<file path="config.mk">
export PLATFORM = sky130hd
export DESIGN_NAME = adc_average_two_point_percent_flat
export DESIGN_NICKNAME = d
export VERILOG_FILES = /design/src/rtl/core/adcavg_pkg.sv /design/src/rtl/core/adcavg_in_if.sv /design/src/rtl/core/adcavg_out_if.sv /design/src/rtl/core/adcavg_cfg_if.sv /design/src/rtl/core/adcavg_div.sv /design/src/rtl/core/adcavg_mul.sv /design/src/rtl/core/adcavg_acc.sv /design/src/rtl/core/adcavg_calc.sv /design/src/rtl/core/adc_average_two_point_percent.sv /design/src/flat_wrapper.sv
export SDC_FILE = /design/constraint.sdc
export NUM_CORES = 1
export LEC_CHECK = 0
export BUFFER_PORTS_ARGS = -buffer_cell sky130_fd_sc_hd__buf_2
export CAP_MARGIN = 20
export CORE_MARGIN = 2
export CORE_UTILIZATION = 48
export DETAILED_ROUTE_END_ITERATION = 10
export GPL_TIMING_DRIVEN = 0
export PLACE_DENSITY_LB_ADDON = 0.25
export SETUP_SLACK_MARGIN = 0.2
export SLEW_MARGIN = 20
export SYNTH_ARGS = -nofsm -noshare
export SYNTH_HDL_FRONTEND = slang
export SYNTH_HIERARCHICAL = 1
export SYNTH_SLANG_ARGS = --single-unit
</file>
<file path="constraint.sdc">
create_clock -name clk -period 8.7 [get_ports clk]
set_input_delay 0.87 -clock clk [delete_from_list [all_inputs] [get_ports clk]]
set_output_delay 0.87 -clock clk [all_outputs]
set_load 0.005 [all_outputs]
</file>
<file path="src/rtl/core/adcavg_pkg.sv">
// Shared constants, types and state codes for the ADC burst averager.
// No dependencies; every other file of the block imports this package.
package adcavg_pkg;

	localparam int SAMPLES    = 16;
	localparam int RAW_W      = 12;
	localparam int MV_W       = 12;
	localparam int PCT_W      = 15;
	localparam int IDX_W      = (SAMPLES > 1) ? $clog2(SAMPLES) : 1;
	localparam int CNT_W      = $clog2(SAMPLES + 1);
	localparam int SUM_W      = $clog2(SAMPLES * 4095 + 1);

	localparam int FULL_MV    = 3100;
	localparam int ADC_MAX    = 4095;
	localparam int PCT_MAX    = 25600;

	// serial arithmetic units: largest dividend is 25600 * 4095
	localparam int DVD_W      = 27;
	localparam int DVS_W      = 12;
	localparam int MCD_W      = 15;
	localparam int MPR_W      = 12;

	localparam int CFG_IDX_W  = 2;
	localparam int CFG_DATA_W = 12;

	typedef enum logic [CFG_IDX_W-1:0] {
		CFG_ENABLED = 2'd0,
		CFG_DRY_MV  = 2'd1,
		CFG_WET_MV  = 2'd2
	} cfg_reg_t;

	typedef enum logic [2:0] {
		CS_IDLE,
		CS_AVG,
		CS_MV_MUL,
		CS_MV_DIV,
		CS_PCT_MUL,
		CS_PCT_DIV
	} calc_state_t;

	typedef struct packed {
		logic [SUM_W-1:0] sum;
		logic [CNT_W-1:0] count;
	} burst_t;

	typedef struct packed {
		logic             start;
		logic [DVD_W-1:0] dividend;
		logic [DVS_W-1:0] divisor;
	} div_req_t;

	typedef struct packed {
		logic             start;
		logic [MCD_W-1:0] mcand;
		logic [MPR_W-1:0] mplier;
	} mul_req_t;

	typedef struct packed {
		logic             done;
		logic [DVD_W-1:0] value;
	} unit_rsp_t;

endpackage

</file>
<file path="src/rtl/core/adcavg_in_if.sv">
// Attempt channel: one converter attempt per beat.
// Depends on adcavg_pkg for field widths.
interface adcavg_in_if import adcavg_pkg::*; ();
	logic             valid;
	logic             ready;
	logic [RAW_W-1:0] raw;
	logic             read_ok;

	modport source (output valid, output raw, output read_ok, input ready);
	modport sink (input valid, input raw, input read_ok, output ready);
endinterface

</file>
<file path="src/rtl/core/adcavg_out_if.sv">
// Result channel: one averaged reading per burst.
// Depends on adcavg_pkg for field widths.
interface adcavg_out_if import adcavg_pkg::*; ();
	logic             valid;
	logic             ready;
	logic             ok;
	logic [MV_W-1:0]  millivolts;
	logic             pct_valid;
	logic [PCT_W-1:0] pct_q8;

	modport source (output valid, output ok, output millivolts, output pct_valid,
		output pct_q8, input ready);
	modport sink (input valid, input ok, input millivolts, input pct_valid,
		input pct_q8, output ready);
endinterface

</file>
<file path="src/rtl/core/adcavg_cfg_if.sv">
// Register write channel: index plus data per beat.
// Depends on adcavg_pkg for field widths.
interface adcavg_cfg_if import adcavg_pkg::*; ();
	logic                  valid;
	logic                  ready;
	logic [CFG_IDX_W-1:0]  index;
	logic [CFG_DATA_W-1:0] data;

	modport source (output valid, output index, output data, input ready);
	modport sink (input valid, input index, input data, output ready);
endinterface

</file>
<file path="src/rtl/core/adcavg_div.sv">
// Bit-serial restoring divider, one quotient bit per cycle.
// Depends on adcavg_pkg (widths, request/response structs).
module adcavg_div import adcavg_pkg::*; (
	input  logic      clk,
	input  logic      arst_n,
	input  div_req_t  req,
	output unit_rsp_t rsp
);
	localparam int STEP_W = $clog2(DVD_W + 1);

	logic [DVD_W-1:0]  quo_q;
	logic [DVS_W-1:0]  rem_q;
	logic [DVS_W-1:0]  dvs_q;
	logic [STEP_W-1:0] step_q;
	logic              busy_q;
	logic              done_q;
	logic [DVS_W:0]    trial;
	logic [DVS_W:0]    diff;
	logic              fits;

	// dividend bits leave at the top of quo_q, quotient bits enter at the bottom
	always_comb begin
		trial = {rem_q, quo_q[DVD_W-1]};
		diff  = trial - {1'b0, dvs_q};
		fits  = trial >= {1'b0, dvs_q};
	end

	always_ff @(posedge clk or negedge arst_n) begin
		if (!arst_n) begin
			busy_q <= 1'b0;
			done_q <= 1'b0;
			step_q <= '0;
		end else if (req.start) begin
			busy_q <= 1'b1;
			done_q <= 1'b0;
			step_q <= STEP_W'(DVD_W);
		end else if (busy_q) begin
			step_q <= step_q - 1'b1;
			if (step_q == STEP_W'(1)) begin
				busy_q <= 1'b0;
				done_q <= 1'b1;
			end
		end else begin
			done_q <= 1'b0;
		end
	end

	always_ff @(posedge clk) begin
		if (req.start) begin
			quo_q <= req.dividend;
			rem_q <= '0;
			dvs_q <= req.divisor;
		end else if (busy_q) begin
			quo_q <= {quo_q[DVD_W-2:0], fits};
			rem_q <= fits ? diff[DVS_W-1:0] : trial[DVS_W-1:0];
		end
	end

	assign rsp.done  = done_q;
	assign rsp.value = quo_q;
endmodule

</file>
<file path="src/rtl/core/adcavg_mul.sv">
// Bit-serial shift-add multiplier, one multiplier bit per cycle, LSB first.
// Depends on adcavg_pkg (widths, request/response structs).
module adcavg_mul import adcavg_pkg::*; (
	input  logic      clk,
	input  logic      arst_n,
	input  mul_req_t  req,
	output unit_rsp_t rsp
);
	localparam int STEP_W = $clog2(MPR_W + 1);

	logic [DVD_W-1:0]  acc_q;
	logic [DVD_W-1:0]  mcd_q;
	logic [MPR_W-1:0]  mpr_q;
	logic [STEP_W-1:0] step_q;
	logic              busy_q;
	logic              done_q;

	always_ff @(posedge clk or negedge arst_n) begin
		if (!arst_n) begin
			busy_q <= 1'b0;
			done_q <= 1'b0;
			step_q <= '0;
		end else if (req.start) begin
			busy_q <= 1'b1;
			done_q <= 1'b0;
			step_q <= STEP_W'(MPR_W);
		end else if (busy_q) begin
			step_q <= step_q - 1'b1;
			if (step_q == STEP_W'(1)) begin
				busy_q <= 1'b0;
				done_q <= 1'b1;
			end
		end else begin
			done_q <= 1'b0;
		end
	end

	always_ff @(posedge clk) begin
		if (req.start) begin
			acc_q <= '0;
			mcd_q <= DVD_W'(req.mcand);
			mpr_q <= req.mplier;
		end else if (busy_q) begin
			if (mpr_q[0])
				acc_q <= acc_q + mcd_q;
			mcd_q <= {mcd_q[DVD_W-2:0], 1'b0};
			mpr_q <= {1'b0, mpr_q[MPR_W-1:1]};
		end
	end

	assign rsp.done  = done_q;
	assign rsp.value = acc_q;
endmodule

</file>
<file path="src/rtl/core/adcavg_acc.sv">
// Burst accumulator: sums successful raw values, counts them and the attempts.
// Depends on adcavg_pkg and adcavg_in_if.
module adcavg_acc import adcavg_pkg::*; (
	input  logic         clk,
	input  logic         arst_n,
	input  logic         enabled,
	input  logic         hold,
	adcavg_in_if.sink    samp,
	output logic         burst_valid,
	output burst_t       burst
);
	logic [SUM_W-1:0] sum_q;
	logic [CNT_W-1:0] cnt_q;
	logic [IDX_W-1:0] idx_q;
	logic             burst_valid_q;
	burst_t           burst_q;
	logic             last;
	logic             accept;
	logic [SUM_W-1:0] sum_nx;
	logic [CNT_W-1:0] cnt_nx;

	// closing beat of a burst waits until the calc path and output are free
	assign last       = idx_q == IDX_W'(SAMPLES - 1);
	assign samp.ready = !(enabled && last && hold);
	assign accept     = samp.valid && samp.ready;

	always_comb begin
		sum_nx = sum_q + (samp.read_ok ? SUM_W'(samp.raw) : '0);
		cnt_nx = cnt_q + CNT_W'(samp.read_ok);
	end

	always_ff @(posedge clk or negedge arst_n) begin
		if (!arst_n) begin
			sum_q         <= '0;
			cnt_q         <= '0;
			idx_q         <= '0;
			burst_valid_q <= 1'b0;
		end else begin
			burst_valid_q <= 1'b0;
			if (accept) begin
				if (!enabled || last) begin
					sum_q <= '0;
					cnt_q <= '0;
					idx_q <= '0;
					burst_valid_q <= enabled;
				end else begin
					sum_q <= sum_nx;
					cnt_q <= cnt_nx;
					idx_q <= idx_q + 1'b1;
				end
			end
		end
	end

	always_ff @(posedge clk) begin
		if (accept && last) begin
			burst_q.sum   <= sum_nx;
			burst_q.count <= cnt_nx;
		end
	end

	assign burst_valid = burst_valid_q;
	assign burst       = burst_q;
endmodule

</file>
<file path="src/rtl/core/adcavg_calc.sv">
// End-of-burst sequencer: average, millivolt scaling and Q8 percentage,
// on one shared serial divider and multiplier; holds the result register.
// Depends on adcavg_pkg, adcavg_out_if, adcavg_div and adcavg_mul.
module adcavg_calc import adcavg_pkg::*; (
	input  logic          clk,
	input  logic          arst_n,
	input  logic          burst_valid,
	input  burst_t        burst,
	input  logic [MV_W-1:0] dry_mv,
	input  logic [MV_W-1:0] wet_mv,
	adcavg_out_if.source  res,
	output logic          busy
);
	calc_state_t      state_q;
	calc_state_t      state_nx;
	div_req_t         div_req;
	mul_req_t         mul_req;
	unit_rsp_t        div_rsp;
	unit_rsp_t        mul_rsp;
	logic [MV_W-1:0]  mv_q;
	logic [MV_W-1:0]  mv_now;
	logic [MV_W-1:0]  span;
	logic [MV_W-1:0]  diff;
	logic             cal_ok;
	logic             above;
	logic             go_pct;
	logic             load;
	logic             ld_ok;
	logic [MV_W-1:0]  ld_mv;
	logic             ld_pv;
	logic [PCT_W-1:0] ld_pct;
	logic             res_valid_q;
	logic             res_ok_q;
	logic [MV_W-1:0]  res_mv_q;
	logic             res_pv_q;
	logic [PCT_W-1:0] res_pct_q;

	adcavg_div u_div (.clk(clk), .arst_n(arst_n), .req(div_req), .rsp(div_rsp));
	adcavg_mul u_mul (.clk(clk), .arst_n(arst_n), .req(mul_req), .rsp(mul_rsp));

	// percentage needs the divide only when the reading sits strictly between dry and wet
	always_comb begin
		mv_now = div_rsp.value[MV_W-1:0];
		cal_ok = wet_mv > dry_mv;
		span   = wet_mv - dry_mv;
		above  = mv_now > dry_mv;
		diff   = mv_now - dry_mv;
		go_pct = cal_ok && above && (diff < span);
	end

	always_comb begin
		state_nx = state_q;
		unique case (state_q)
			CS_IDLE:
				if (burst_valid && burst.count != '0)
					state_nx = CS_AVG;
			CS_AVG:
				if (div_rsp.done)
					state_nx = CS_MV_MUL;
			CS_MV_MUL:
				if (mul_rsp.done)
					state_nx = CS_MV_DIV;
			CS_MV_DIV:
				if (div_rsp.done)
					state_nx = go_pct ? CS_PCT_MUL : CS_IDLE;
			CS_PCT_MUL:
				if (mul_rsp.done)
					state_nx = CS_PCT_DIV;
			CS_PCT_DIV:
				if (div_rsp.done)
					state_nx = CS_IDLE;
			default:
				state_nx = CS_IDLE;
		endcase
	end

	always_comb begin
		div_req = '0;
		mul_req = '0;
		load    = 1'b0;
		ld_ok   = 1'b0;
		ld_mv   = '0;
		ld_pv   = 1'b0;
		ld_pct  = '0;
		unique case (state_q)
			CS_IDLE:
				if (burst_valid) begin
					if (burst.count == '0) begin
						load = 1'b1;
					end else begin
						div_req.start    = 1'b1;
						div_req.dividend = DVD_W'(burst.sum);
						div_req.divisor  = DVS_W'(burst.count);
					end
				end
			CS_AVG:
				if (div_rsp.done) begin
					mul_req.start  = 1'b1;
					mul_req.mcand  = MCD_W'(FULL_MV);
					mul_req.mplier = div_rsp.value[MPR_W-1:0];
				end
			CS_MV_MUL:
				if (mul_rsp.done) begin
					div_req.start    = 1'b1;
					div_req.dividend = mul_rsp.value;
					div_req.divisor  = DVS_W'(ADC_MAX);
				end
			CS_MV_DIV:
				if (div_rsp.done) begin
					if (go_pct) begin
						mul_req.start  = 1'b1;
						mul_req.mcand  = MCD_W'(PCT_MAX);
						mul_req.mplier = diff;
					end else begin
						load   = 1'b1;
						ld_ok  = 1'b1;
						ld_mv  = mv_now;
						ld_pv  = cal_ok;
						ld_pct = (cal_ok && above) ? PCT_W'(PCT_MAX) : '0;
					end
				end
			CS_PCT_MUL:
				if (mul_rsp.done) begin
					div_req.start    = 1'b1;
					div_req.dividend = mul_rsp.value;
					div_req.divisor  = span;
				end
			CS_PCT_DIV:
				if (div_rsp.done) begin
					load   = 1'b1;
					ld_ok  = 1'b1;
					ld_mv  = mv_q;
					ld_pv  = 1'b1;
					ld_pct = div_rsp.value[PCT_W-1:0];
				end
			default: begin
			end
		endcase
	end

	always_ff @(posedge clk or negedge arst_n) begin
		if (!arst_n) begin
			state_q     <= CS_IDLE;
			res_valid_q <= 1'b0;
		end else begin
			state_q <= state_nx;
			if (load)
				res_valid_q <= 1'b1;
			else if (res.ready)
				res_valid_q <= 1'b0;
		end
	end

	always_ff @(posedge clk) begin
		if (state_q == CS_MV_DIV && div_rsp.done)
			mv_q <= mv_now;
		if (load) begin
			res_ok_q  <= ld_ok;
			res_mv_q  <= ld_mv;
			res_pv_q  <= ld_pv;
			res_pct_q <= ld_pct;
		end
	end

	assign res.valid      = res_valid_q;
	assign res.ok         = res_ok_q;
	assign res.millivolts = res_mv_q;
	assign res.pct_valid  = res_pv_q;
	assign res.pct_q8     = res_pct_q;
	assign busy           = (state_q != CS_IDLE) || res_valid_q;
endmodule

</file>
<file path="src/rtl/core/adc_average_two_point_percent.sv">
// ADC burst averager with two-point moisture percentage. Attempts are taken one per
// cycle unless a closing attempt is held; every SAMPLES attempts close a burst and
// yield one result (ok, millivolts, pct_valid, pct_q8). At the end of a burst the
// result is worked out on one shared bit-serial divider and multiplier: average,
// scale to mV, then the Q8 percent; the percent passes are skipped when the percent
// is clamped or invalid, and a burst with no good attempt loads an all-zero result.
// Attempts of the next burst keep being accepted meanwhile; only its closing
// attempt waits until the previous result has left the output register. Registers are
// written through cfg (always ready); the user must write them only while the block is
// idle, which the block does not enforce. Clearing enabled drops attempts and restarts.
// Depends on adcavg_pkg, the three channel interfaces, adcavg_acc and adcavg_calc.
module adc_average_two_point_percent import adcavg_pkg::*; (
	input  logic         clk,
	input  logic         arst_n,
	adcavg_cfg_if.sink   cfg,
	adcavg_in_if.sink    samp,
	adcavg_out_if.source res
);
	logic            enabled_q;
	logic [MV_W-1:0] dry_mv_q;
	logic [MV_W-1:0] wet_mv_q;
	logic            burst_valid;
	burst_t          burst;
	logic            calc_busy;

	assign cfg.ready = 1'b1;

	always_ff @(posedge clk or negedge arst_n) begin
		if (!arst_n) begin
			enabled_q <= 1'b0;
			dry_mv_q  <= '0;
			wet_mv_q  <= '0;
		end else if (cfg.valid) begin
			unique case (cfg_reg_t'(cfg.index))
				CFG_ENABLED: enabled_q <= cfg.data[0];
				CFG_DRY_MV:  dry_mv_q  <= cfg.data[MV_W-1:0];
				CFG_WET_MV:  wet_mv_q  <= cfg.data[MV_W-1:0];
				default: begin
				end
			endcase
		end
	end

	adcavg_acc u_acc (
		.clk        (clk),
		.arst_n     (arst_n),
		.enabled    (enabled_q),
		.hold       (calc_busy || burst_valid),
		.samp       (samp),
		.burst_valid(burst_valid),
		.burst      (burst)
	);

	adcavg_calc u_calc (
		.clk        (clk),
		.arst_n     (arst_n),
		.burst_valid(burst_valid),
		.burst      (burst),
		.dry_mv     (dry_mv_q),
		.wet_mv     (wet_mv_q),
		.res        (res),
		.busy       (calc_busy)
	);
endmodule

</file>
<file path="src/flat_wrapper.sv">
// flat-port wrapper written by rule: the top's interface ports become plain ports
module adc_average_two_point_percent_flat import adcavg_pkg::*;
  (clk, arst_n, cfg_valid, cfg_index, cfg_data, cfg_ready, samp_valid, samp_raw, samp_read_ok, samp_ready, res_valid, res_ok, res_millivolts, res_pct_valid, res_pct_q8, res_ready);
  adcavg_cfg_if cfg_i ();
  adcavg_in_if samp_i ();
  adcavg_out_if res_i ();
  input  logic clk;
  input  logic arst_n;
  input wire logic [$bits(cfg_i.valid)-1:0] cfg_valid;
  input wire logic [$bits(cfg_i.index)-1:0] cfg_index;
  input wire logic [$bits(cfg_i.data)-1:0] cfg_data;
  output wire logic [$bits(cfg_i.ready)-1:0] cfg_ready;
  input wire logic [$bits(samp_i.valid)-1:0] samp_valid;
  input wire logic [$bits(samp_i.raw)-1:0] samp_raw;
  input wire logic [$bits(samp_i.read_ok)-1:0] samp_read_ok;
  output wire logic [$bits(samp_i.ready)-1:0] samp_ready;
  output wire logic [$bits(res_i.valid)-1:0] res_valid;
  output wire logic [$bits(res_i.ok)-1:0] res_ok;
  output wire logic [$bits(res_i.millivolts)-1:0] res_millivolts;
  output wire logic [$bits(res_i.pct_valid)-1:0] res_pct_valid;
  output wire logic [$bits(res_i.pct_q8)-1:0] res_pct_q8;
  input wire logic [$bits(res_i.ready)-1:0] res_ready;
  assign cfg_i.valid = cfg_valid;
  assign cfg_i.index = cfg_index;
  assign cfg_i.data = cfg_data;
  assign cfg_ready = cfg_i.ready;
  assign samp_i.valid = samp_valid;
  assign samp_i.raw = samp_raw;
  assign samp_i.read_ok = samp_read_ok;
  assign samp_ready = samp_i.ready;
  assign res_valid = res_i.valid;
  assign res_ok = res_i.ok;
  assign res_millivolts = res_i.millivolts;
  assign res_pct_valid = res_i.pct_valid;
  assign res_pct_q8 = res_i.pct_q8;
  assign res_i.ready = res_ready;
  adc_average_two_point_percent u_core (.clk(clk), .arst_n(arst_n), .cfg(cfg_i), .samp(samp_i), .res(res_i));
endmodule
</file>
==> results of run 1 <==
## metal layers
| metal | part of all wire, % | vias to the layer above |
|---|---|---|
| li1 | - | 5328 |
| met1 | 47 | 5306 |
| met2 | 45 | 286 |
| met3 | 5.3 | 62 |
| met4 | 2.7 | 0 |
| met5 | 0 | - |
## synth_stat cells, types with 8 or more instances
cell type,number
edfxtp_1,128
nand2_1,114
a21oi_1,92
ha_1,92
dfrtp_1,68
nor2_1,67
a22o_1,57
mux2_2,57
inv_1,55
dfxtp_1,51
and2_1,47
clkbuf_1,43
o21ai_0,39
xnor2_1,37
a21o_1,36
nand3_1,30
nand2b_1,25
nor3_1,25
nand4_1,22
xor2_1,22
mux2_4,20
nor2b_1,16
mux2i_1,15
a211oi_1,14
o211ai_1,13
a31oi_1,11
and3_1,10
buf_2,9
o21a_1,9
o21ai_1,8
## sequential cells by signal, indices dropped and copies added, names as in the netlist, 3 cells and up
signal and cells:
u_core/u_calc/u_div/rem_q 12, u_core/u_calc/state_q 3, u_core/u_acc/idx_q 4, u_core/u_calc/u_mul/mcd_q 27, u_core/wet_mv_q 12, u_core/u_calc/u_div/step_q 5
u_core/u_calc/u_div/quo_q 27, u_core/u_calc/res.pct_q8 15, u_core/u_acc/cnt_q 5, u_core/u_acc/burst 21, u_core/u_calc/res.millivolts 12, u_core/u_calc/u_div/dvs_q 12
u_core/u_acc/sum_q 16, u_core/u_calc/u_mul/step_q 4, u_core/u_calc/u_mul/acc_q 27, u_core/dry_mv_q 12, u_core/u_calc/u_mul/mpr_q 12, u_core/u_calc/mv_q 12
## stage by stage
step | hold WS [ns] | instances | utilization (%) | instance area [sq um] | power [mW]
floorplan | 0.4239 | 1385 | - | 14680 | 1.788
CTS | 0.2415 | 1891 | 55.41 | 16550 | 3.248
global placement | 0.4387 | 1837 | 51.82 | 15480 | 1.931
global route | 0.2600 | 1891 | 55.43 | 16560 | 3.386
finish | 0.2503 | 1891 | 55.43 | 16560 | 3.226
detailed placement | 0.4444 | 1839 | 51.97 | 15530 | 1.943
## worst register-to-register path, stage by stage (launching register included)
cell and delay (ns):
edfxtp_1 0.55, ha_1 0.42, a21o_1 0.18, a21oi_1 0.29
a21oi_1 0.17, nand2b_1 0.20, o311ai_0 0.69, ha_1 0.37
a21o_1 0.16, a21oi_1 0.14, o21ai_0 0.31, nor4b_4 0.48
or2_2 0.21, clkbuf_1 0.27, clkbuf_1 0.51, nor2_1 0.35
a221o_1 0.42
## layout by cell type, fill, tap and decap left out, types with 7 or more instances in the layout
cell type / count
mux2_2: 57
nor2_1: 65
o21a_1: 9
nand4_1: 22
o21ai_0: 39
nor3_1: 25
a22o_1: 57
inv_1: 54
nor4_1: 7
o211ai_1: 13
a211oi_1: 14
a21oi_1: 92
xnor2_1: 37
clkbuf_1: 46
xor2_1: 22
nand3_1: 30
nand2b_1: 25
a21o_1: 36
a31oi_1: 11
dfxtp_1: 51
dfrtp_1: 68
conb_1: 9
and3_1: 10
nor2b_1: 16
mux2i_1: 15
edfxtp_1: 128
buf_2: 70
nand2_1: 114
o21ai_1: 8
clkbuf_16: 29
and2_1: 47
ha_1: 92
o31ai_1: 7
nand3b_1: 7
mux2_4: 20
## cell type report
class | count | area share (%)
tap | 390 | 2.947
buffer | 62 | 1.708
inverter | 55 | 1.247
timing repair buffer | 64 | 2.146
clock buffer | 35 | 4.700
clock inverter | 17 | 1.504
sequential | 247 | 39.66
multi-input combinational | 1021 | 46.09
## where the power goes
part / switching (mW) / total (mW) / internal (mW)
Sequential: 0.0343 / 1.30 / 1.27
Combinational: 0.370 / 0.632 / 0.262
Clock: 0.481 / 1.29 / 0.812
Total: 0.885 / 3.23 / 2.34
## final timing paths
kind | slack, ns | start | endpoint
min reg2reg | 0.45 | u_core/u_acc/sum_q[15] | u_core/u_acc/sum_q[15]
max | 2.87 | u_core/u_calc/u_div/quo_q[4] | u_core/u_calc/u_mul/acc_q[24]
max in group asynchronous | 7.88 | arst_n | u_core/wet_mv_q[1]
min | 0.25 | arst_n | u_core/u_acc/sum_q[6]
max reg2reg | 2.87 | u_core/u_calc/u_div/quo_q[4] | u_core/u_calc/u_mul/acc_q[24]
min in group clk | 0.45 | u_core/u_acc/sum_q[15] | u_core/u_acc/sum_q[15]
## cell families after synthesis
family / after synthesis / synth area share (%)
simple gates: 406 / 14.56
compound gates: 358 / 17.72
flops: 247 / 44.80
buf+inv: 117 / 3.338
fa+ha+maj: 97 / 8.538
mux: 92 / 7.453
xor+xnor: 59 / 3.526
other cells: 2 / 0.05124
==> metrics.yaml, run 1 <==
worst_setup_path:
  crit_family: "compound AO/OA/AOI/OAI gates"
  cp.depth: 16
  critical_path_buf_inv_count: 2
  arrival_ns: 6.26
  cpMostUsedCell: "a21oi_1"
  path_cells: "ha_1 -> a21o_1 -> a21oi_1 -> a21oi_1 -> nand2b_1 -> o311ai_0 -> ha_1 -> a21o_1 -> a21oi_1 -> o21ai_0 -> nor4b_4 -> or2_2 -> clkbuf_1 -> clkbuf_1 -> nor2_1 -> a221o_1"
  setup.worst_path.start_class: "register"
  path_class: "reg -> reg"
  worstSetupEndpointType: "register"
  critPathRequiredTime_ns: 9.13
  reg2reg_depth: 16
  crit_path_max_fanout: 10
  cpPeakStageDelay_ns: 0.69
  crit_path_top_delay_cell: "o311ai_0"
logic_synthesis:
  syn_inst: 1378
  synth_enable_flop_cells: 128
  synth_area_sq_mm: 0.01466
  synth_area_leaders: "edfxtp_1, dfrtp_1, ha_1, dfxtp_1, mux2_2"
  synth_top_area_cell: "edfxtp_1"
  synth_cell_type_count: 90
  synth-warning-count: 6
  ys_ff_latch: 247
  yosysSeqAreaShare_pct: 44.80
  synth_top_area_share_pct: 26.23
  syn-mean-instance-area_sq_um: 10.64
  async_flop_share_pct: 27.53
  ys.flop_type: "edfxtp_1"
grt:
  grt-ovfl-total: 0
  use_met2_pct: 34.83
  grtUsageTotal_pct: 22.15
  first_global_vias: 10518
  grt_pass1_wl_microns: 56060
  grt_max_degree: 45
  antenna_found_initial: 0
  met3_usage_pct: 2.947
  use_met1_pct: 31.94
  grt_busiest_layer: "met2"
cells_and_area:
  multi_input_area_sq_mm: 0.007632
  drive_gt1_share_pct: 16.39
  fill_cells: 2606
  seq_area_sq_mm: 0.006566
  num-nets-final: 1608
  antennaDiodeCount: 0
  syn2layout_area_growth_pct: 12.99
route:
  routed_wl_microns: 34800
  routed_via_density: 5.808
  num_vias: 10982
  wl_per_cell_microns: 18.40
  post-route-drc-count: 0
  first_iter_violations: 717
  dr.pass1.iters: 5
  antenna_left: 0
die:
  start_util_pct: 49.06
  die_y_microns: 178.7
  die_x_microns: 178.7
  io_pins: 64
  rows: 63
  dieArea_sq_mm: 0.03195
  coreArea_sq_mm: 0.02987
min_path:
  hp-class: "in -> async"
placed_design:
  portBuffers: 62
  place_hpwl_microns: 26120
  gp_congestion: 0.8944
  dp_worst_setup_slack_ns: 2.963
timing:
  maxSlewHeadroom_pct: 46.79
  fin_worst_skew_ns: 0.009805
  finalCritPeriodShare_pct: 67.02
  report.final.slew_viol_count: 0
  fin_crit_ns: 5.831
  fmax_mhz: 171.5
  finalSetupViolations: 0
  tightest_slew_ns: 0.7897
  hold_viol: 0
  worst_slack_ns: 2.869
  rsz0062_at_grt: "no"
  fin_tns_setup_ns: 0
clock_tree:
  clk_path_buf_depth: 3
  cts_setup_buffers: 0
  ctsHoldBuffers: 0
  clkLatencyLatePin_ns: 0.54
  cts-root-buf: "clkbuf_16"
  cts_tree: "built"
  clock_sinks: 247
  clkTransAtPathRegs_ns: 0.06
  cts_inserted_buffers: 28
  htreeDepth: 1
  postCtsResizedCells: 0
status:
  status: "complete, no violations"
power_and_ir_drop:
  leakage_nw: 6.906
  vdd_drop_max_mv: 0.1613
  power.density_mw_per_mm2: 194.8
flow_run:
  maxCapViolCount: 0
(Power assumes the default switching activity.)
==> inputs of run 2 (changes only) <==
==> constraint.sdc (replaced) <==
create_clock -name clk -period 5.8 [get_ports clk]
set_input_delay 0.58 -clock clk [delete_from_list [all_inputs] [get_ports clk]]
set_output_delay 0.58 -clock clk [all_outputs]
set_load 0.005 [all_outputs]
==> metrics.yaml, run 2 (same netlist as run 1, synthesis figures left out) <==
status:
  status: "complete, no violations"  # unchanged
route:
  wl_per_cell_microns: 18.50  # was 18.40 microns
  first_iter_violations: 713  # was 717
  dr.pass1.iters: 5  # unchanged
  routed_via_density: 5.849  # was 5.808
  antenna_left: 0  # unchanged
  post-route-drc-count: 0  # unchanged
  num_vias: 11073  # was 10982
  routed_wl_microns: 35020  # was 34800 microns
cells_and_area:
  num-nets-final: 1610  # was 1608
  syn2layout_area_growth_pct: 13.24  # was 12.99%
  drive_gt1_share_pct: 17.03  # was 16.39%
  fill_cells: 2605  # was 2606
  layout_common_cells: "edfxtp_1, nand2_1, a21oi_1, ha_1, buf_2"  # unchanged
  final_util_pct: 55.55  # was 55.43%
  antennaDiodeCount: 0  # unchanged
  reg_top3: "u_core/u_calc/u_div/quo_q: 27 flops, u_core/u_calc/u_mul/acc_q: 27 flops, u_core/u_calc/u_mul/mcd_q: 27 flops"  # unchanged
  final_common_cell: "edfxtp_1"  # unchanged
min_path:
  whs_path_depth: 2
  hp-class: "in -> reg"  # was in -> async
grt:
  grt_max_degree: 45  # unchanged
  use_met2_pct: 34.86  # was 34.83%
  antenna_found_initial: 0  # unchanged
  first_global_vias: 10526  # was 10518
  met3_usage_pct: 2.947  # unchanged
  use_met1_pct: 31.94  # unchanged
  grt-ovfl-total: 0  # unchanged
  grt_busiest_layer: "met2"  # unchanged
  grtUsageTotal_pct: 22.16  # was 22.15%
  grt_pass1_wl_microns: 56080  # was 56060 microns
timing:
  fin_crit_ns: 5.442  # was 5.831 ns
  fmax_mhz: 183.7  # was 171.5 MHz
  tightest_slew_ns: 0.7936  # was 0.7897 ns
  report.final.slew_viol_count: 0  # unchanged
  maxSlewHeadroom_pct: 46.53  # was 46.79%
  holdWs_ns: 0.2876  # was 0.2503 ns
  worst_slack_ns: 0.3577  # was 2.869 ns
  finalSetupViolations: 0  # unchanged
  fin_tns_setup_ns: 0  # unchanged
  rsz0062_at_grt: "no"  # unchanged
  fin_worst_skew_ns: 0.009520  # was 0.009805 ns
  hold_viol: 0  # unchanged
  finalCritPeriodShare_pct: 93.83  # was 67.02%
worst_setup_path:
  cp-startpoint: "u_core/u_calc/u_div/quo_q[9]"  # was u_core/u_calc/u_div/quo_q[4]
  r2r-start: "u_core/u_calc/u_div/quo_q[9]"  # was u_core/u_calc/u_div/quo_q[4]
  arrival_ns: 5.65  # was 6.26 ns
  path_cells: "ha_1 -> clkbuf_2 -> nor4b_1 -> a2111oi_0 -> o311ai_2 -> ha_1 -> a21o_1 -> a21o_1 -> a21oi_1 -> o21ai_0 -> nor4b_4 -> or2_2 -> clkbuf_1 -> buf_2 -> or2_2"  # was ha_1 -> a21o_1 -> a21oi_1 -> a21oi_1 -> nand2b_1 -> o311ai_0 -> ha_1 -> a21o_1 -> a21oi_1 -> o21ai_0 -> nor4b_4 -> or2_2 -> clkbuf_1 -> clkbuf_1 -> nor2_1 -> a221o_1
  critical_path_buf_inv_count: 3  # was 2
  setup.worst_path.start_class: "register"  # unchanged
  r2r_setup_slack_ns: 0.36  # was 2.87 ns
  r2r-end: "u_core/u_calc/u_mul/mpr_q[1]"  # was u_core/u_calc/u_mul/acc_q[24]
  critPathRequiredTime_ns: 6.00  # was 9.13 ns
  crit_path_max_fanout: 13  # was 10
  path_class: "reg -> reg"  # unchanged
  crit_family: "compound AO/OA/AOI/OAI gates"  # unchanged
  reg2reg_depth: 15  # was 16
  crit_path_top_delay_cell: "a2111oi_0"  # was o311ai_0
  cp.depth: 15  # was 16
  crit_end: "u_core/u_calc/u_mul/mpr_q[1]"  # was u_core/u_calc/u_mul/acc_q[24]
  cpPeakStageDelay_ns: 0.59  # was 0.69 ns
  worstSetupEndpointType: "register"  # unchanged
clock_tree:
  clk_path_buf_depth: 3  # unchanged
  cts_tree: "built"  # unchanged
  htreeDepth: 1  # unchanged
  clkLatencyLatePin_ns: 0.54  # about the same
  clkTransAtPathRegs_ns: 0.06  # about the same
  cts_setup_buffers: 0  # unchanged
  clock_sinks: 247  # unchanged
  cts-root-buf: "clkbuf_16"  # unchanged
  cts_inserted_buffers: 28  # unchanged
die:
  io_pins: 64  # unchanged
  rows: 63  # unchanged
  die_x_microns: 178.7  # unchanged
  coreArea_sq_mm: 0.02987  # unchanged
  dieArea_sq_mm: 0.03195  # unchanged
  die_y_microns: 178.7  # unchanged
  start_util_pct: 49.06  # unchanged
placed_design:
  place_hpwl_microns: 26120  # unchanged
  dp_worst_setup_slack_ns: 0.06260  # was 2.963 ns
  gp_congestion: 0.8944  # unchanged
  portBuffers: 62  # unchanged
power_and_ir_drop:
  leakage_nw: 6.941  # was 6.906 nW
  power.density_mw_per_mm2: 292.0  # was 194.8 mW/mm^2
  vdd_drop_max_mv: 0.2374  # was 0.1613 mV
flow_run:
  maxCapViolCount: 0  # unchanged
## run 2: cell types whose count changed in the layout (fill, tap and decap cells not counted), sizes merged
cell / before / now
dlygate4sd3: 0 / 1
or2: 6 / 7
## run 2: metrics by stage
stage,total power [mW],cells,area (sq um)
final,4.846,1893,16600
after global routing,5.084,1893,16600
after CTS,4.874,1892,16570
after detailed placement,2.915,1839,15530
after global placement,2.896,1837,15480
after floorplan,2.681,1385,14680
## run 2: worst register-to-register path, delay by kind of cell (launching register included)
kind            cells  cell delay (ns)
flops               1             0.55
simple gates        4             1.29
compound gates      6             1.70
buf+inv             3             0.81
fa+ha+maj           2             0.76
## run 2: layer usage
metal | share of wire, % | up-vias
li1 | - | 5341
met1 | 46 | 5345
met2 | 45 | 326
met3 | 6.4 | 61
met4 | 2.7 | 0
met5 | 0 | -
## run 2: repair_timing
| action | CTS | global route |
|---|---|---|
| resized for setup | 4 | 15 |
| endpoints found under the setup margin | 51 | 82 |
| hold buffers | 1 | 0 |
| endpoints found under the hold margin | 24 | 0 |
| cloned | 0 | 1 |
## run 2: how the worst min path moves through the flow
stage / startpoint / to
4_1_cts: cfg_data[6] / u_core/wet_mv_q[6]
3_5_place_dp: u_core/u_acc/sum_q[15] / u_core/u_acc/sum_q[15]
3_3_place_gp: u_core/u_acc/sum_q[15] / u_core/u_acc/sum_q[15]
6_report: cfg_data[6] / u_core/wet_mv_q[6]
2_1_floorplan: arst_n / u_core/dry_mv_q[0]
5_1_grt: cfg_data[6] / u_core/wet_mv_q[6]
## run 2: area by class of cell
cell class | count | area (sq um) | share of cell area [%]
Clock buffer | 35 | 778.2 | 4.689
Multi-Input combinational cell | 1022 | 7651 | 46.10
Sequential cell | 247 | 6566 | 39.57
Timing Repair Buffer | 65 | 365.4 | 2.201
Inverter | 55 | 206.4 | 1.244
Buffer | 62 | 291.5 | 1.757
Tap cell | 390 | 488.0 | 2.940
Clock inverter | 17 | 249.0 | 1.500
## run 2: power by group
group / switching (mW) / internal [mW] / total, mW
registers: 0.0513 / 1.90 / 1.95
logic: 0.557 / 0.396 / 0.953
clock network: 0.723 / 1.22 / 1.94
==> inputs of run 3 (changes only) <==
--- a/config.mk
+++ b/config.mk
@@ -10,8 +10,8 @@
 export CORE_MARGIN = 2
 export CORE_UTILIZATION = 48
 export DETAILED_ROUTE_END_ITERATION = 10
-export GPL_TIMING_DRIVEN = 0
 export PLACE_DENSITY_LB_ADDON = 0.25
+export REMOVE_ABC_BUFFERS = 1
 export SETUP_SLACK_MARGIN = 0.2
 export SLEW_MARGIN = 20
 export SYNTH_ARGS = -nofsm -noshare
==> metrics.yaml, run 3 (same netlist as run 1, synthesis figures left out) <==
status:
  status: "complete, no violations"  # unchanged
worst_setup_path:
  critPathRequiredTime_ns: 6.09  # was 6.00 ns
  cpPeakStageDelay_ns: 0.45  # was 0.59 ns
  r2r-end: "u_core/u_calc/u_mul/mcd_q[4]"  # was u_core/u_calc/u_mul/mpr_q[1]
  arrival_ns: 5.32  # was 5.65 ns
  path_cells: "inv_1 -> ha_1 -> nor2b_1 -> o21a_1 -> o21ai_0 -> a21oi_1 -> a31oi_1 -> xor2_1 -> ha_1 -> a21o_1 -> a21o_1 -> a21oi_1 -> o21ai_0 -> nor4b_4 -> or2_2 -> buf_4 -> mux2_2"  # was ha_1 -> clkbuf_2 -> nor4b_1 -> a2111oi_0 -> o311ai_2 -> ha_1 -> a21o_1 -> a21o_1 -> a21oi_1 -> o21ai_0 -> nor4b_4 -> or2_2 -> clkbuf_1 -> buf_2 -> or2_2
  r2r-start: "u_core/dry_mv_q[1]"  # was u_core/u_calc/u_div/quo_q[9]
  critical_path_buf_inv_count: 2  # was 3
  reg2reg_depth: 17  # was 15
  r2r_setup_slack_ns: 0.77  # was 0.36 ns
  crit_path_max_fanout: 35  # was 13
  path_class: "reg -> reg"  # unchanged
  setup.worst_path.start_class: "register"  # unchanged
  crit_family: "compound AO/OA/AOI/OAI gates"  # unchanged
  worstSetupEndpointType: "register"  # unchanged
  crit_path_top_delay_cell: "buf_4"  # was a2111oi_0
timing:
  finalCritPeriodShare_pct: 86.76  # was 93.83%
  fin_worst_skew_ns: 0.01526  # was 0.009520 ns
  tightest_slew_ns: 0.9125  # was 0.7936 ns
  finalSetupViolations: 0  # unchanged
  fin_crit_ns: 5.032  # was 5.442 ns
  maxSlewHeadroom_pct: 39.17  # was 46.53%
  fin_tns_setup_ns: 0  # unchanged
  rsz0062_at_grt: "no"  # unchanged
  report.final.slew_viol_count: 0  # unchanged
  fmax_mhz: 198.7  # was 183.7 MHz
  holdWs_ns: 0.2522  # was 0.2876 ns
  hold_viol: 0  # unchanged
cells_and_area:
  drive_gt1_share_pct: 16.28  # was 17.03%
  reg_top3: "u_core/u_calc/u_div/quo_q: 27 flops, u_core/u_calc/u_mul/acc_q: 27 flops, u_core/u_calc/u_mul/mcd_q: 27 flops"  # unchanged
  final_common_cell: "edfxtp_1"  # unchanged
  fill_cells: 2647  # was 2605
  stdcell_area_sq_mm: 0.01624  # was 0.01660 sq mm
  layout_common_cells: "edfxtp_1, nand2_1, ha_1, a21oi_1, dfrtp_1"  # was edfxtp_1, nand2_1, a21oi_1, ha_1, buf_2
  num-nets-final: 1557  # was 1610
  syn2layout_area_growth_pct: 10.83  # was 13.24%
  multi_input_area_sq_mm: 0.007642  # was 0.007651 sq mm
  seq_area_sq_mm: 0.006566  # unchanged
  final_util_pct: 54.37  # was 55.55%
die:
  die_y_microns: 178.7  # unchanged
  io_pins: 64  # unchanged
  rows: 63  # unchanged
  dieArea_sq_mm: 0.03195  # unchanged
  die_x_microns: 178.7  # unchanged
  coreArea_sq_mm: 0.02987  # unchanged
  start_util_pct: 49.06  # unchanged
route:
  wl_per_cell_microns: 18.60  # was 18.50 microns
  dr_wl_met2_microns: 15400  # was 15590 microns
  dr.pass1.iters: 5  # unchanged
  routed_via_density: 5.800  # was 5.849
  num_vias: 10678  # was 11073
  met1_length_microns: 15640  # was 16270 microns
  routed_wl_microns: 34240  # was 35020 microns
  top_layer_used: "met4"  # unchanged
  post-route-drc-count: 0  # unchanged
  antenna_left: 0  # unchanged
  first_iter_violations: 763  # was 713
  route.met3.wl_microns: 1899  # was 2227 microns
power_and_ir_drop:
  p_sw_mw: 1.286  # was 1.331 mW
  power.density_mw_per_mm2: 285.3  # was 292.0 mW/mm^2
  clkPwrFrac_pct: 38.3  # was 40.0%
  vdd_drop_max_mv: 0.2282  # was 0.2374 mV
  p_seq_share_pct: 42.1  # was 40.3%
  leakage_nw: 6.774  # was 6.941 nW
  internal-power_mw: 3.348  # was 3.515 mW
  p_total_mw: 4.634  # was 4.846 mW
  pwr-share-comb_pct: 19.7  # about the same
  p_sw_share_pct: 27.75  # was 27.47%
placed_design:
  dpl_cell_area_sq_mm: 0.01531  # was 0.01553 sq mm
  gp_congestion: 0.9286  # was 0.8944
  place_hpwl_microns: 24800  # was 26120 microns
  portBuffers: 62  # unchanged
clock_tree:
  ctsHoldBuffers: 0  # was 1
  postCtsResizedCells: 0  # was 4
  cts_setup_buffers: 0  # unchanged
  clkLatencyLatePin_ns: 0.55  # was 0.54 ns
  cts_inserted_buffers: 28  # unchanged
  htreeDepth: 1  # unchanged
  cts_tree: "built"  # unchanged
  cts-root-buf: "clkbuf_16"  # unchanged
  clkTransAtPathRegs_ns: 0.06  # about the same
  clk_path_buf_depth: 3  # unchanged
  clock_sinks: 247  # unchanged
grt:
  grt_max_degree: 69  # was 45
  grtUsageTotal_pct: 21.91  # was 22.16%
  antenna_found_initial: 2  # was 0
  first_global_vias: 10618  # was 10526
  grt_pass1_wl_microns: 55750  # was 56080 microns
  grt-ovfl-total: 0  # unchanged
flow_run:
  maxCapViolCount: 0  # unchanged
min_path:
  hp-class: "in -> async"  # was in -> reg
## run 3: cell count changes in the layout (fill, tap and decap cells not counted), sizes merged
cell,delta
clkbuf,-38
dlygate4sd3,-1
inv,-1
clkinvlp,+1
clkinv,-2
bufinv,-4
or2,-1
diode,+1
buf,-7
## run 3: per-layer routing
| metal | vias up | GRT usage [%] |
|---|---|---|
| li1 | 5218 | - |
| met1 | 5094 | 29.80 |
| met2 | 293 | 35.18 |
| met3 | 73 | 3.435 |
| met4 | 0 | 8.604 |
| met5 | - | 0 |
## run 3: through the flow
stage | worst slack [ns] | instances
after CTS | 0.7674 | 1840
after floorplan | 0.6232 | 1323
after global placement | 0.9107 | 1788
after detailed placement | 0.7928 | 1788
after global routing | 0.3978 | 1840
final | 0.7677 | 1841
## run 3: area by class of cell
| cell class | count | share of cell area (%) |
|---|---|---|
| Inverter | 55 | 1.271 |
| Clock inverter | 11 | 0.7164 |
| Clock buffer | 41 | 5.000 |
| Timing Repair Buffer | 75 | 2.511 |
| Tap cell | 390 | 3.004 |
| Multi-Input combinational cell | 1021 | 47.05 |
| Antenna cell | 1 | 0.01541 |
| Sequential cell | 247 | 40.43 |
## run 3: how the worst max path moves through the flow
stage | startpoint | endpoint | depth (start not counted)
4_1_cts | u_core/dry_mv_q[1] | u_core/u_calc/u_mul/mcd_q[11] | 17
2_1_floorplan | u_core/dry_mv_q[1] | u_core/u_calc/u_mul/mcd_q[0] | 16
3_5_place_dp | u_core/dry_mv_q[1] | u_core/u_calc/u_mul/mcd_q[11] | 17
6_report | u_core/dry_mv_q[1] | u_core/u_calc/u_mul/mcd_q[4] | 17
3_3_place_gp | u_core/dry_mv_q[1] | u_core/u_calc/u_mul/mcd_q[3] | 17
5_1_grt | u_core/dry_mv_q[1] | u_core/u_calc/u_mul/mcd_q[7] | 17
## run 3: power groups by stage
stage	Clock, mW	Combinational [mW]	Sequential (mW)
2_1_floorplan	0	0.703	1.97
3_3_place_gp	0	0.878	1.98
3_5_place_dp	0	0.900	1.98
4_1_cts	1.82	0.907	1.95
5_1_grt	1.88	1.03	1.96
6_report	1.77	0.912	1.95
